===== config.mk =====
export PLATFORM = sky130hd
export DESIGN_NAME = lis_ctrl
export DESIGN_NICKNAME = d
export VERILOG_FILES = /design/src/design/lis_pkg.sv /design/src/design/lis_ctrl.sv
export SDC_FILE = /design/constraint.sdc
export NUM_CORES = 1
export LEC_CHECK = 0
export ABC_AREA = 1
export BUFFER_PORTS_ARGS = -buffer_cell sky130_fd_sc_hd__buf_2
export CORE_ASPECT_RATIO = 1.1
export CORE_MARGIN = 2
export CORE_UTILIZATION = 35
export CTS_CLUSTER_SIZE = 20
export DETAILED_ROUTE_END_ITERATION = 12
export SYNTH_ARGS = -nofsm -noshare
export SYNTH_HDL_FRONTEND = slang
export SYNTH_SLANG_ARGS = --single-unit

===== constraint.sdc =====
create_clock -name clk -period 7.11 [get_ports clk]
set_input_delay 1.0665 -clock clk [delete_from_list [all_inputs] [get_ports clk]]
set_output_delay 1.0665 -clock clk [all_outputs]
set_load 0.02 [all_outputs]

===== src/design/lis_pkg.sv =====
package lis_pkg;

  // Width of the reported run length field.
  localparam int unsigned RUN_LEN_W = 11;

  // Width of the sequence values.
  localparam int unsigned VALUE_W = 32;

  // Sequencer states of the search controller.
  typedef enum logic [1:0] {
    ST_IDLE,
    ST_START,
    ST_LOOK,
    ST_UPD
  } ctrl_state_t;

  // One finished result, handed from the controller to the output register.
  typedef struct packed {
    logic [RUN_LEN_W-1:0] run_length;
    logic                 done_res;
    logic                 full_res;
  } lis_res_t;

endpackage


===== src/design/lis_ctrl.sv =====
module lis_ctrl #(
  parameter int unsigned MAX_LEN = 1024
) (
  input  logic                         clk,
  input  logic                         rst_n,
  input  logic                         in_valid,
  output logic                         in_ready,
  input  logic [31:0]                  in_value,
  input  logic                         in_last,
  output logic [$clog2(MAX_LEN)-1:0]   ram_raddr,
  input  logic [31:0]                  ram_rdata,
  output logic                         ram_we,
  output logic [$clog2(MAX_LEN)-1:0]   ram_waddr,
  output logic [31:0]                  ram_wdata,
  output logic                         res_valid,
  input  logic                         res_ready,
  output lis_pkg::lis_res_t            res
);

  import lis_pkg::*;

  localparam int unsigned AW = $clog2(MAX_LEN);
  localparam int unsigned CW = $clog2(MAX_LEN + 1);
  localparam logic [CW-1:0] MAX_CNT = CW'(MAX_LEN);

  ctrl_state_t state_r, state_nxt;

  logic [CW-1:0]      lo_r, hi_r, mid_r, count_r;
  logic [VALUE_W-1:0] v_r;
  logic               last_r;

  logic [CW-1:0]      srch_lo, srch_hi, srch_mid;
  logic               tail_less;
  logic               append, drop;
  logic [CW-1:0]      count_upd;
  logic [CW+RUN_LEN_W-1:0] count_ext;

  // Search window for this cycle: a fresh window on entry, otherwise the
  // window narrowed by the tail that the last read returned.
  assign tail_less = $signed(ram_rdata) < $signed(v_r);

  always_comb begin
    if (state_r == ST_LOOK) begin
      srch_lo = tail_less ? mid_r + CW'(1) : lo_r;
      srch_hi = tail_less ? hi_r : mid_r;
    end else begin
      srch_lo = '0;
      srch_hi = count_r;
    end
    srch_mid = srch_lo + ((srch_hi - srch_lo) >> 1);
  end

  // The search ends at lo; when it equals the count the value extends the
  // longest run, and that is dropped once the store is full.
  assign append    = (lo_r == count_r);
  assign drop      = append && (count_r == MAX_CNT);
  assign count_upd = (append && !drop) ? count_r + CW'(1) : count_r;
  assign count_ext = {{RUN_LEN_W{1'b0}}, count_upd};

  always_comb begin
    state_nxt = state_r;
    unique case (state_r)
      ST_IDLE: begin
        if (in_valid) begin
          state_nxt = ST_START;
        end
      end
      ST_START, ST_LOOK: begin
        state_nxt = (srch_lo < srch_hi) ? ST_LOOK : ST_UPD;
      end
      ST_UPD: begin
        if (res_ready) begin
          state_nxt = ST_IDLE;
        end
      end
      default: state_nxt = ST_IDLE;
    endcase
  end

  always_comb begin
    in_ready       = (state_r == ST_IDLE);
    ram_raddr      = srch_mid[AW-1:0];
    ram_we         = (state_r == ST_UPD) && res_ready && !drop;
    ram_waddr      = lo_r[AW-1:0];
    ram_wdata      = v_r;
    res_valid      = (state_r == ST_UPD);
    res.run_length = count_ext[RUN_LEN_W-1:0];
    res.done_res   = last_r;
    res.full_res   = drop;
  end

  always_ff @(posedge clk) begin
    if (!rst_n) begin
      state_r <= ST_IDLE;
      count_r <= '0;
    end else begin
      state_r <= state_nxt;
      if ((state_r == ST_UPD) && res_ready) begin
        count_r <= last_r ? '0 : count_upd;
      end
    end
  end

  always_ff @(posedge clk) begin
    if ((state_r == ST_IDLE) && in_valid) begin
      v_r    <= in_value;
      last_r <= in_last;
    end
    if ((state_r == ST_START) || (state_r == ST_LOOK)) begin
      lo_r  <= srch_lo;
      hi_r  <= srch_hi;
      mid_r <= srch_mid;
    end
  end

endmodule


* Word level (Yosys, flattened, before mapping)
Cells that the tools add are included.
Storage, ports and cells: logic and storage cells 40, output and inout bits 68, input port bits 69, register bits after elaboration 79
Cells by class: add/sub/neg operators 4, magnitude comparators 2, multiplexer cells 10, eq/ne operators 7, reduce and logical (&&, ||, !) cells 10
Operator list (number):
- 11-bit 2-to-1 mux | 6
- 32-bit less-than comparator | 1
- 11-bit by 1-bit adder with 11-bit output (second input constant) | 2
- 11-bit by 10-bit adder with 11-bit output | 1
- 11-bit equality test | 1
- 11-bit equality test (second input constant) | 1
- 11-bit less-than comparator | 1
- 11-bit subtractor | 1
- 2-bit case mux with 3 select lines | 1
- 1-bit logical AND | 5
- 2-bit equality test (second input constant) | 2
- 2-bit 2-to-1 mux | 2
- 2-bit by 1-bit equality test with 1-bit output (second input constant) | 1
- 2-bit logical NOT | 1
- 2-bit by 1-bit != test with 1-bit output (second input constant) | 1
- 2-bit != test (second input constant) | 1
- 2-bit AND reduction | 1
- 2-bit OR reduction | 1
- 1-bit logical NOT | 1
- 1-bit logical OR | 1
- 1-bit 2-to-1 mux | 1

* Longest topological paths before layout
depth after elaboration 6, depth in mapped cells 37, depth with buffers taken out 36

* Worst setup path before layout
No wires, ideal clock.
path kind input-to-output, start input ram_rdata[21], end output ram_raddr[9], arrival 4.700 ns, slack 1.344 ns, stages on the path 28, buffers on the path 2, required time 6.043 ns, path through ha_1 -> a21oi_2 -> nor2_1 -> nor2_2 -> nand3_2 -> a21oi_4 -> nand3_1 -> nand2_2 -> clkbuf_1 -> o21bai_1 -> o21ai_0 -> inv_1 -> ha_1 -> fa_1 -> o21ai_2 -> nand2_1 -> nand2_2 -> nand2_2 -> nand2_2 -> xor2_1 -> ha_1 -> inv_1 -> o21bai_1 -> a21oi_1 -> nand2_1 -> nand2_1 -> nand2_1 -> buf_4
On the way: cells in the longest elaborated chain, start to end 5, elaborated cells on any way between the ends 7, classes of those cells add/sub (2); order compare (1); mux (4)
Ends and longest elaborated chain:
- start: declaration | line lis_ctrl.sv:11 | input logic [31:0] ram_rdata,
- 32-bit less-than comparator | line lis_ctrl.sv:40 | assign tail_less = $signed(ram_rdata) < $signed(v_r);
- 11-bit 2-to-1 mux | line lis_ctrl.sv:45 | srch_hi = tail_less ? hi_r : mid_r;
- 11-bit 2-to-1 mux | line lis_ctrl.sv:43 | if (state_r == ST_LOOK) begin
- via srch_hi[0] | line lis_ctrl.sv:32 | logic [CW-1:0] srch_lo, srch_hi, srch_mid;
- 11-bit subtractor | line lis_ctrl.sv:50 | srch_mid = srch_lo + ((srch_hi - srch_lo) >> 1);
- 11-bit by 10-bit adder with 11-bit output | line lis_ctrl.sv:50
- end: declaration | line lis_ctrl.sv:10 | output logic [$clog2(MAX_LEN)-1:0] ram_raddr,
The timed path passes the listed nets, and every way through them passes these cells.

* Worst setup path after layout
start input ram_rdata[5], end output ram_raddr[9]
On the way: cells in the longest elaborated chain, start to end 5, elaborated cells on any way between the ends 7, classes of those cells add/sub (2); order compare (1); mux (4)
Ends and longest elaborated chain:
- 32-bit less-than comparator (*) | line lis_ctrl.sv:40
- 11-bit 2-to-1 mux (*) | line lis_ctrl.sv:44 | srch_lo = tail_less ? mid_r + CW'(1) : lo_r;
- 11-bit 2-to-1 mux (*) | line lis_ctrl.sv:43
- via srch_lo[3] | line lis_ctrl.sv:32
- 11-bit subtractor | line lis_ctrl.sv:50
- 11-bit by 10-bit adder with 11-bit output (*) | line lis_ctrl.sv:50
Mark *: on every way through the listed nets, which the timed path passes. The rest lies on a longest branch.

==> results.md <==
- The post-CTS repair timing setup buffer count is 0.
- The cell count after synthesis is 669.
- The first detailed-routing pass ran for 6 iterations.
- The core region is 15,800 µm².
- Of the total power, combinational logic draws 0.649.
- The number of enable-type register cells in the synthesized netlist is 66.
- After synthesis, the cell types taking the most area are edfxtp_1, ha_1, nand2_1, inv_1, xor2_1.
- The number of gates resized after cts is 0.
- The clock power share is 0.110.
- The switching part of the total power is 0.509.
- The final max-slew violation count was 0.
- After floorplanning, the core was divided into 48 placement rows.
- In the final layout, the share of cells above drive strength 1 is 0.250.
- The number of global-route vias before repair is between 4,000 and 5,000.
- The clock slew seen by the registers of the worst setup and hold paths is about 0.050 ns.
- Ranked by instance count, the synthesized netlist is headed by nand2_1, inv_1, edfxtp_1.
- The most instantiated flip-flop cell in the synthesis netlist is edfxtp_1.
- The aggregate global routing overflow is 0.
- Across all setup checks in the final design, the least slack found is roughly 0.85 ns.
- For the pin with the worst max-slew slack, the measured transition is ~0.75 ns.
- No sink is reached through more buffers than the 2 on the longest clock path.
- The analysis attributes to net switching a power of 1.87 mW.
- The number of antenna violations at the first check in global routing is 0.
- For the worst setup path, the data arrival time is around 5.2 ns.
- The critical path data required time is about 6 ns.
- The estimated wirelength of the detail-placed design is approximately 11 mm.
- The worst setup timing slack at the placement stage is approximately 0.82 ns.
- The library cell used as clock root buffer is clkbuf_16.
- The fraction of synthesized cell area in xor and xnor cells is 0.0557.
- The type of destination of the critical path is a primary output.
- The clock period minus worst slack is about 6.3 ns.
- The power density over cell area is 551 nW/µm².
- The overall die area is ~17,000 µm².
- Buffers inserted to repair hold after CTS numbered 0.
- The cell type with the highest occurrence count on the critical path is nand2_1.
- The simple-gate share of the synthesized area is 0.214.
- For this run, the number of Yosys warnings is 0.
- The final setup violation count is 0.
- The type of the worst min-delay path is register to register.
- Summing over every cut layer, the via total after detailed routing is roughly 4,600.
- The worst slew margin relative to its limit is 0.500.
- The multi-input combinational cells in the finished layout cover a total of between 2000 and 3000 µm².
- The remaining routing DRC violations is 0.
- Cell internal power was estimated by the tool at ~1.8 mW.
- around 140 I/O pins were placed.
- In this run the mean area of a mapped cell was 8.47 µm².
- The launching element of the worst setup path is ram_rdata[5].
- The area of the mapped netlist is between 5000 and 6000 µm².
- The count of routing violations after the opening detailed-route iteration is between 200 and 300.
- Counting flops with an async set or reset pin after synthesis yields a share of 0.
- The maximum number of pins on one net before global-route repair is 37.
- The portion of synthesized area spent on multiplexers is 0.
- The total leakage power is between 3 and 4 nW.
- The number of diodes added for antenna fixing is 0.
- Of the available clock period, the critical path in the final layout requires 0.881.
- Of all cell types, the one taking the most synthesized area is edfxtp_1.
- The count of different cell masters after synthesis is 35.
- The accumulated negative setup slack is 0 ns.
- The startpoint identified for the worst hold timing path is state_r[0].
- The number of buffer and inverter stages on the critical path is 4.
- Static timing analysis puts the maximum clock frequency at 160 MHz.
- The synthesized-area fraction occupied by adder cells is 0.133.
- The average routed wire per standard cell is around 13 µm.
- The fraction of the mapped netlist area in compound gates came to 0.0870.
- The CTS tree is done.
- The count of maximum capacitance violations is 0.
- The post-layout utilization of the core is 0.421.
- For this run, the post-layout net count is ~910.
- Counting every net in the synthesized netlist gives 797.
- After detailed routing, the total wire length is 13.3 mm.
- The flow ran to the end, and the final reports show no timing, DRC or antenna violations.
- The clock buffer count from CTS is 9.
- The share of the Yosys chip area taken by registers is 0.396.
- Once layout is done, the placed cells without fillers occupy 6660 µm².
- IR analysis of the VDD net gives a maximum drop of between 0.6 and 0.7 mV.
- The critical path class is input pin to primary output.
- The routability congestion estimate from global placement is ~0.84.
- After synthesis, the largest family of logic cells by area is simple AND/OR/NAND/NOR gates.
- The share of synthesized area in the top cell type comes to 0.350.
- Setup repair after global routing left no endpoint under its margin.
- The x dimension of the die is 125 µm.
- The sequential power share is 0.241.
- The number of flip-flops and latches in the synthesized netlist is between 70 and 80.
- The placed standard-cell area is about 6400 µm².
- The cell at the slowest stage of the critical path is nand2_2.
- The most used standard cell by instance count after synthesis is nand2_1.
- The area taken by flip-flops and latches is 2240 µm².
- The filler cells instantiated in the layout total 1,629.
- Clock tree synthesis found a total of 79 sinks.
- On the critical path the largest part of the delay comes from simple AND/OR/NAND/NOR gates.
- In this design, the stage delay of the slowest critical-path cell is 0.39 ns.
- Once detail routing completed, the nets flagged for antenna violations numbered 0.
- The maximum fanout count along the critical path is 26.
- Using the TritonRoute via totals, the vias-per-cell ratio works out to 4.63.
- The total track usage is 0.159.
- The kind of start point of the critical path is an input pin.
- The H-tree was split into 3 levels.
- The final hold violation count is 0.
- The signed area change from the synthesized netlist to the final layout is 17.5%.
- From bottom edge to top edge, the die measures between 100 and 150 µm.
- The reg-to-reg critical path startpoint is ram_wdata[5].
- Across the routed clock network, the largest skew measured is 0.00654 ns.
- Input and output buffers added on the ports amount to approximately 140.
- For the worst-skew pair, the clock arrives at the later sink with an insertion delay of roughly 0.34 ns.
- The wire length of the first global-routing pass is around 22 mm.
- The initial utilization of the core area, before any placement, comes to 0.359.
-- routing by layer --
| metal | share of wire | global-route usage | vias up |
|---|---|---|---|
| met5 | 0 | 0 | - |
| met3 | 0.048 | 0.0303 | 19 |
| li1 | - | - | 2400 |
| met1 | 0.47 | 0.212 | 2042 |
| met2 | 0.46 | 0.259 | 109 |
| met4 | 0.018 | 0.0568 | 0 |
-- state kept, by name, indices dropped and copies added, names as in the netlist --
signal and count:
lo_r 11, count_r 11, ram_wdata 32, mid_r 11, hi_r 11, last_r 1, state_r 2
-- cell usage in the layout (no fill, tap or decap), types with 7 or more instances in the layout --
cell type / Yosys / layout
nand4_1: 9 / 9
inv_1: 115 / 115
nor2_1: 34 / 34
nand2_1: 127 / 127
o211ai_1: 7 / 7
nand2_2: 19 / 19
buf_2: 0 / 136
clkbuf_16: 0 / 9
dfxtp_1: 13 / 13
ha_1: 57 / 57
a21oi_1: 44 / 44
xor2_1: 31 / 31
nand3_1: 30 / 30
nor3_1: 10 / 10
edfxtp_1: 66 / 66
nand3_2: 8 / 8
o21ai_0: 24 / 24
-- power by group through the flow --
| stage | Clock, mW | Sequential (mW) | Combinational (mW) |
|---|---|---|---|
| 2_1_floorplan | 0 | 0.908 | 2.01 |
| 3_3_place_gp | 0 | 0.895 | 2.38 |
| 3_5_place_dp | 0 | 0.894 | 2.39 |
| 4_1_cts | 0.417 | 0.885 | 2.41 |
| 5_1_grt | 0.434 | 0.903 | 2.68 |
| 6_report | 0.402 | 0.885 | 2.38 |
-- path summary, 6_finish.rpt --
path / end / slack [ns] / cells after the start
max: ram_raddr[9] / 0.85 / 29
min: state_r[0] / 0.50 / 2
min reg2reg: state_r[0] / 0.50 / 2
max reg2reg: mid_r[10] / 2.32 / 30
-- per-stage QoR --
step           instances  total power, mW  hold WS, ns
6_report             988             3.67        0.500
5_1_grt              988             4.02        0.513
4_1_cts              988             3.71        0.497
3_5_place_dp         974             3.28        0.489
3_3_place_gp         974             3.28        0.479
2_1_floorplan        669             2.92        0.461
-- layout make-up --
class                           instances  area share
Multi-Input combinational cell        439       0.417
Sequential cell                        79       0.337
Timing Repair Buffer                  140       0.107
Inverter                              116      0.0654
Tap cell                              200      0.0376
Clock buffer                           11      0.0350
Clock inverter                          3     0.00188
-- cell families (layout without fill, tap and decap cells) --
logic type	after synthesis	after routing
flops	79	79
simple gates	256	256
xor+xnor	36	36
buf+inv	151	270
compound gates	88	88
fa+ha+maj	59	59
-- worst reg2reg max path, delay by kind of cell (launching register included) --
family | cells | cell delay (ns)
and+or+nand+nor | 18 | 1.89
adders and majority gates | 4 | 1.21
AOI/OAI and AO/OA | 5 | 0.84
DFF | 1 | 0.38
buffers and inverters | 2 | 0.12
xor gates and xnor gates | 1 | 0.08
Power figures use the tool's default switching activity.
